--- config.mk ---
export PLATFORM = sky130hd
export DESIGN_NAME = crks_ctrl
export DESIGN_NICKNAME = d
export VERILOG_FILES = /design/src/rtl/core/crks_pkg.sv /design/src/rtl/core/crks_ctrl.sv
export SDC_FILE = /design/constraint.sdc
export NUM_CORES = 1
export LEC_CHECK = 0
export ABC_AREA = 0
export BUFFER_PORTS_ARGS = -buffer_cell sky130_fd_sc_hd__buf_4
export CAP_MARGIN = 15
export CORE_AREA = 5 5 42 44
export CTS_CLUSTER_DIAMETER = 50
export DETAILED_ROUTE_END_ITERATION = 6
export DIE_AREA = 0 0 47 49
export MAX_ROUTING_LAYER = met4
export PLACE_DENSITY = 0.67
export SYNTH_ARGS = -nofsm -noshare
export SYNTH_HDL_FRONTEND = slang
export SYNTH_SLANG_ARGS = --single-unit
--- constraint.sdc ---
create_clock -name clk -period 2.62 [get_ports clk]
set_clock_uncertainty 0.1 [all_clocks]
set_input_delay 0.393 -clock clk [delete_from_list [all_inputs] [get_ports clk]]
set_output_delay 0.393 -clock clk [all_outputs]
set_load 0.1 [all_outputs]
--- src/rtl/core/crks_pkg.sv ---
// Package with shared types and constants of the Catmull-Rom keyframe sampler.
package crks_pkg;

  localparam int LANES      = 4;
  localparam int VALUE_W    = 32;
  localparam int N_W        = 7;
  localparam int MAX_N      = 64;
  localparam int D_W        = 6;
  localparam int H_W        = 40;

  typedef enum logic [2:0] {
    ST_IDLE,
    ST_LOAD,
    ST_DIV,
    ST_MUL,
    ST_ADD,
    ST_OUT
  } state_t;

  typedef enum logic [1:0] {
    CS_B,
    CS_A,
    CS_P1
  } coef_sel_t;

  typedef struct packed {
    logic      accept;
    logic      load;
    logic      div_step;
    logic      h_init;
    logic      mul;
    logic      add;
    coef_sel_t coef_sel;
    logic      out_load;
  } cmd_t;

  typedef struct packed {
    logic div_done;
    logic last_sample;
    logic out_free;
    logic n_zero;
  } status_t;

endpackage

--- src/rtl/core/crks_ctrl.sv ---
// Controller state machine that sequences load, divide, Horner steps and output.
module crks_ctrl
  import crks_pkg::*;
(
  input  logic    clk,
  input  logic    rst,
  input  logic    in_valid,
  input  logic    in_first,
  output logic    in_ready,
  input  status_t status,
  output cmd_t    cmd
);

  state_t     state;
  state_t     state_next;
  logic [1:0] frames_seen;
  logic [1:0] frames_eff;
  logic       emit;
  logic [1:0] step;
  logic       accept;

  assign in_ready   = (state == ST_IDLE);
  assign accept     = in_valid && in_ready;
  assign frames_eff = in_first ? 2'd0 : frames_seen;

  always_ff @(posedge clk) begin
    if (rst) begin
      state       <= ST_IDLE;
      frames_seen <= 2'd0;
      emit        <= 1'b0;
      step        <= 2'd0;
    end else begin
      state <= state_next;
      if (accept) begin
        emit        <= (frames_eff == 2'd3) && !status.n_zero;
        frames_seen <= (frames_eff == 2'd3) ? 2'd3 : frames_eff + 2'd1;
      end
      if (state == ST_LOAD || state == ST_OUT) begin
        step <= 2'd0;
      end else if (state == ST_ADD) begin
        step <= step + 2'd1;
      end
    end
  end

  always_comb begin
    state_next = state;
    unique case (state)
      ST_IDLE: if (accept) state_next = ST_LOAD;
      ST_LOAD: state_next = emit ? ST_DIV : ST_IDLE;
      ST_DIV:  if (status.div_done) state_next = ST_MUL;
      ST_MUL:  state_next = ST_ADD;
      ST_ADD:  state_next = (step == 2'd2) ? ST_OUT : ST_MUL;
      ST_OUT: begin
        if (status.out_free) state_next = status.last_sample ? ST_IDLE : ST_MUL;
      end
      default: state_next = ST_IDLE;
    endcase
  end

  always_comb begin
    cmd          = '0;
    cmd.coef_sel = CS_B;
    cmd.accept   = accept;
    unique case (state)
      ST_IDLE: ;
      ST_LOAD: begin
        cmd.load   = 1'b1;
        cmd.h_init = 1'b1;
      end
      ST_DIV:  cmd.div_step = !status.div_done;
      ST_MUL:  cmd.mul = 1'b1;
      ST_ADD: begin
        cmd.add = 1'b1;
        unique case (step)
          2'd0:    cmd.coef_sel = CS_B;
          2'd1:    cmd.coef_sel = CS_A;
          default: cmd.coef_sel = CS_P1;
        endcase
      end
      ST_OUT: begin
        cmd.out_load = status.out_free;
        cmd.h_init   = status.out_free;
      end
      default: ;
    endcase
  end

endmodule

==> results of run 1 <==
-- power groups by stage --
| stage | clock (mW) | sequential (mW) | combinational (mW) |
|---|---|---|---|
| after floorplan | 0 | 0.155 | 0.343 |
| after global placement | 0 | 0.194 | 0.351 |
| after detailed placement | 0 | 0.195 | 0.353 |
| after CTS | 0.0963 | 0.192 | 0.353 |
| after global routing | 0.104 | 0.199 | 0.369 |
| final | 0.0940 | 0.193 | 0.352 |
-- area by class of cell --
cell class                      count  area (sq um)  share of cell area, %
Inverter                            5          18.8                   2.65
Timing Repair Buffer               17           128                   18.0
Multi-Input combinational cell     45           360                   50.8
Tap cell                           16          20.0                   2.82
Clock buffer                        3          22.5                   3.17
Sequential cell                     8           160                   22.6
-- critical path: cells and delay by family, from the launching register on --
kind                   cells  cell delay, ns
buffers and inverters      1            0.31
and+or+nand+nor            2            0.57
DFF                        1            0.62
-- stage by stage --
stage               setup TNS (ns)  hold slack, ns  cell area (sq um)  utilization, %  instances
floorplan                    -1.25           0.351                574               -         63
global placement                 0           0.372                687            49.0         91
detailed placement               0           0.379                687            49.0         91
CTS                              0           0.222                709            50.6         94
global route                     0           0.226                709            50.6         94
finish                           0           0.222                709            50.6         94
-- synthesized netlist by cell type, drive strengths merged --
library cell	number
inv	5
nor3b	2
a21o	1
and2	1
a32oi	1
dfxtp	8
nor3	3
nor2	4
and4bb	1
ha	3
a31oi	1
and3	1
clkbuf	1
o21ai	2
nand2	6
buf	4
a21oi	4
nor4b	1
nor4bb	2
a221oi	2
nand3b	2
a211oi	3
and2b	1
or3	1
mux2i	3
-- how the worst max path moves through the flow --
stage / slack (ns) / cells past startpoint / to
finish: 0.37 / 3 / cmd[2]
global route: 0.27 / 3 / cmd[2]
CTS: 0.36 / 3 / cmd[2]
detailed placement: 0.66 / 3 / cmd[2]
global placement: 0.69 / 3 / cmd[2]
floorplan: -0.66 / 3 / cmd[2]
-- sequential cells by signal, indices dropped and copies added (netlist names) --
name and flops:
state 3, step 2, emit 1, frames_seen 2
-- cell families after synthesis --
logic type | after synthesis | synth area share [%]
AOI/OAI and AO/OA | 14 | 17.7
muxes | 3 | 5.44
and+or+nand+nor | 25 | 31.3
buffers and inverters | 10 | 9.75
DFF | 8 | 29.0
adders and majority gates | 3 | 6.80
-- per-layer routing --
| layer | vias up | share of wire (%) |
|---|---|---|
| met5 | - | 0 |
| met4 | 0 | 3.9 |
| met3 | 5 | 7.7 |
| met2 | 12 | 44 |
| met1 | 218 | 44 |
| li1 | 261 | - |
-- cells in the final DEF (no fill, tap or decap), types with 3 or more instances in the layout --
cell,n
mux2i_1,3
inv_1,4
buf_4,17
clkbuf_4,3
nor2_1,3
nand2_1,6
ha_1,3
dfxtp_1,8
a21oi_1,4
==> metrics.cfg, run 1 <==
[hold_path]
worst_hold_path_type = input pin to flop
worstHoldStart = in_first
min_path_cells = 2
hold_end = frames_seen[1]$_SDFFE_PP0P_

[sta]
final_max_slew_viol_count = 0
finalCriticalPeriod_ns = 2.25
rsz0062_at_grt = false
max_slew.worst_pin.slew_ns = 0.657
fin_crit_sh_pct = 85.8
hold_violations = 0
fmax_ghz = 0.445
setup_viol = 0
relSlewSlack_pct = 56.2
fin_ws_ns = 0.372

[cells_and_area]
area_delta_synth_final_pct = 28.6
num-fill-cells = 145
final_nets = 91
drive_above_1_share_pct = 37.2
num_antenna_cells = 0

[run]
drv_cap = 0

[grt]
grt_max_degree = 16
grt_pass1_vias = 452
antenna_found_initial = 0
grt_use_total_pct = 11.9
busiest_layer = met2
grtUsageMet2_pct = 14.9
use_met3_pct = 4.43
grt_overflow = 0
grt_use_met1_pct = 14.6
grt_pass1_wl_mm = 1.88

[setup_path]
reg2reg_depth = 3
cp_cell_sequence = nor3b_4 -> nor3b_2 -> buf_4
critPathCaptureType = output port
rr_startpoint = state[1]$_SDFFE_PP0P_
crit_path_max_fanout = 13
r2r_setup_slack_ns = 0.99
crit_start = state[2]$_SDFFE_PP0P_
cp.required_ns = 2.13
startpoint_type = flop
path_class = flop to output port
r2r_end = state[1]$_SDFFE_PP0P_
cp.arrival_ns = 1.76
crit_slowest_cell = dfxtp_1
cp_slowest_stage_delay_ns = 0.62

[drt]
vias_per_cell = 5.28
dr.pass1.iters = 4
final_antenna_net_count = 0
drtIter0Drc = 7
wl_mm = 1.12
wl_per_cell_microns = 11.9
drcViolationCount = 0
route.vias.total = 496

[floorplanning]
rows = 14
ioPinCount = 18
die_w_microns = 47
die_area_sq_um = 2300
core_sq_um = 1400
die_h_microns = 49
start_util_pct = 39.4

[power]
p_int_mw = 0.289
ir_worst_vdd_mv = 0.461
power_density_nw_per_um2 = 901
sw_frac_of_total_pct = 54.8
finalPower_mw = 0.639
p_clk_share_pct = 14.7
seq_power_share_pct = 30.3
total_leakage_power_nw = 0.300
power_switching_mw = 0.350
pwr-share-comb_pct = 55.0

[cts]
clock-sinks = 8
cts-root-buf = clkbuf_4
clock_path_buffers = 2
cts_tree = done
insertion_delay_ns = 0.26
cts_resized = 0
h-tree-depth = 1
post_cts_buffers = 0
path_clk_slew_ns = 0.05
cts_buffers = 3
ctsHoldBuffers = 0

[synthesis]
ys_seq_area_share_pct = 29.0
synth_top_area_share_pct = 29.0
ys_ff_latch = 8
yosys.area.top_type = dfxtp_1
syn_area_per_cell_sq_um = 8.76
syn_nets = 74
syn_inst = 63
synth_area_sq_um = 552
ys_warn_count = 0
synth_top_cells_by_area = dfxtp_1 (29%), ha_1 (6.8%), mux2i_1 (5.4%)
synth_cell_type_count = 32

[place]
io_buffer_count = 17
gp_congestion = 0.706
place_ws_ns = 0.665
hpwl_microns = 868

[run_status]
outcome = finished, final reports clean

Note: power is estimated with default switching activity, not from simulation.
==> run 2, diff against run 1 <==
- BUFFER_PORTS_ARGS: -buffer_cell sky130_fd_sc_hd__buf_4 -> not set
- DONT_BUFFER_PORTS: not set -> 1
- PLACE_DENSITY: 0.67 -> not set
==> run 2 against run 1 <==
Core utilization increased by 1.3 points. Global-route usage decreased by 0.064 points. Die area unchanged. Count of clock-buffer cells in the layout unchanged. Power increased by 4.6%. Largest power group unchanged.
==> metrics.cfg, run 2 (synthesized netlist as in run 1, its figures left out) <==
[cts]
cts_resized = 0  ; unchanged
post_cts_buffers = 0  ; unchanged
cts-root-buf = clkbuf_4
ctsHoldBuffers = 0  ; unchanged
clock_path_buffers = 2  ; unchanged
clock-sinks = 8  ; unchanged
cts_buffers = 3  ; unchanged
insertion_delay_ns = 0.25  ; about the same
h-tree-depth = 1  ; unchanged
cts_tree = done
path_clk_slew_ns = 0.05  ; about the same

[power]
ir_worst_vdd_mv = 0.499  ; +8.0%
total_leakage_power_nw = 0.280  ; -6.5%
seq_power_share_pct = 30.1  ; -0.2 points
power_switching_mw = 0.356  ; +1.7%
pwr-share-comb_pct = 56.7  ; +1.7 points
p_clk_share_pct = 13.2  ; -1.5 points
p_int_mw = 0.313  ; +8.2%
power_density_nw_per_um2 = 920  ; +2.1%
sw_frac_of_total_pct = 53.2  ; -1.5 points

[drt]
drcViolationCount = 0  ; unchanged
route.vias.total = 478  ; -3.6%
wl_per_cell_microns = 13.1  ; +10%
drtIter0Drc = 6  ; -1
wl_mm = 1.14  ; +2.0%
vias_per_cell = 5.49  ; +4.1%
final_antenna_net_count = 0  ; unchanged
dr.pass1.iters = 4  ; unchanged

[floorplanning]
core_sq_um = 1400  ; unchanged
rows = 14  ; unchanged
ioPinCount = 18  ; unchanged
start_util_pct = 39.4  ; unchanged
die_area_sq_um = 2300  ; unchanged
die_w_microns = 47  ; unchanged
die_h_microns = 49  ; unchanged

[setup_path]
cp.arrival_ns = 1.77  ; about the same
cp.required_ns = 2.13  ; about the same
startpoint_type = flop
r2r_setup_slack_ns = 0.84  ; -0.15 ns
path_class = flop to output port
critPathCaptureType = output port
crit_path_max_fanout = 15  ; +2

[cells_and_area]
multiInputGateArea_sq_um = 388  ; +7.6%
largest_reg_flops = 3  ; unchanged
drive_above_1_share_pct = 33.8  ; -3.4 points
area_delta_synth_final_pct = 31.7
final_nets = 84  ; -7.7%
final_cell_mix = dfxtp_1 (8), buf_4 (7), nand2_1 (6)
top_regs = state (3), frames_seen (2), step (2)
largest_register = state
mostFrequentLayoutCell = dfxtp_1
num-fill-cells = 133  ; -8.3%
num_antenna_cells = 0  ; unchanged
seqCellArea_sq_um = 160  ; unchanged

[sta]
finalCriticalPeriod_ns = 2.27  ; +0.0196 ns
setup_viol = 0  ; unchanged
relSlewSlack_pct = 48.2  ; -8.0 points
rsz0062_at_grt = false
finalHoldWorstSlack_ns = 0.104  ; -0.119 ns
setup_tns_ns = 0  ; unchanged
fmax_ghz = 0.441  ; -0.87%
hold_violations = 0  ; unchanged
final_max_slew_viol_count = 0  ; unchanged
max_slew.worst_pin.slew_ns = 0.776  ; +0.120 ns
fin_crit_sh_pct = 86.6  ; +0.75 points

[place]
gp_congestion = 0.727  ; +2.9%
hpwl_microns = 889  ; +2.4%
io_buffer_count = 0  ; -17

[grt]
antenna_found_initial = 0  ; unchanged
grt_max_degree = 16  ; unchanged
grt_use_total_pct = 11.9  ; -0.064 points
grt_pass1_vias = 436  ; -3.5%
grt_pass1_wl_mm = 1.96  ; +4.4%
grt_overflow = 0  ; unchanged

[hold_path]
worst_hold_path_type = input pin to flop

[run_status]
outcome = finished, final reports clean

[run]
drv_cap = 0  ; unchanged

==> run 2: layout make-up <==
class,count,share of cell area [%]
Multi-Input combinational cell,45,53.4
Inverter,5,2.58
Clock buffer,3,3.10
Sequential cell,8,22.0
Timing Repair Buffer,10,16.2
Tap cell,16,2.75
==> run 2: final timing paths <==
check | cells after the start | startpoint | endpoint
max | 3 | state[1]$_SDFFE_PP0P_ | cmd[0]
min | 1 | rst | frames_seen[1]$_SDFFE_PP0P_
max reg2reg | 4 | state[2]$_SDFFE_PP0P_ | step[1]$_SDFFE_PP0P_
min reg2reg | 2 | emit$_SDFFE_PP0P_ | emit$_SDFFE_PP0P_
==> run 2: metrics by stage <==
step / power, mW / area [sq um] / setup slack (ns) / instances / utilization (%)
floorplan: 0.498 / 574 / -0.656 / 63 / -
global placement: 0.582 / 704 / 0.643 / 84 / 50.3
detailed placement: 0.585 / 704 / 0.631 / 84 / 50.3
CTS: 0.676 / 727 / 0.359 / 87 / 51.9
global route: 0.708 / 727 / 0.251 / 87 / 51.9
finish: 0.668 / 727 / 0.352 / 87 / 51.9
==> run 2: critical path, cell delays in order (launching register included) <==
cell and delay (ns):
dfxtp_1 0.82, and2b_1 0.30, and3_1 0.18, buf_4 0.23
==> run 2: power groups by stage <==
stage               clock (mW)  sequential (mW)  combinational, mW
floorplan                    0            0.155              0.343
detailed placement           0            0.203              0.382
global placement             0            0.201              0.380
global route             0.101            0.208              0.398
finish                  0.0882            0.201              0.379
CTS                     0.0923            0.201              0.382
==> run 2: per-layer routing <==
layer | wire [microns] | up-vias | global-route usage, %
met3 | 73 | 0 | 5.90
li1 | - | 241 | -
met2 | 577 | 12 | 17.0
met4 | 0 | 0 | 2.76
met1 | 487 | 225 | 14.9
met5 | 0 | - | -
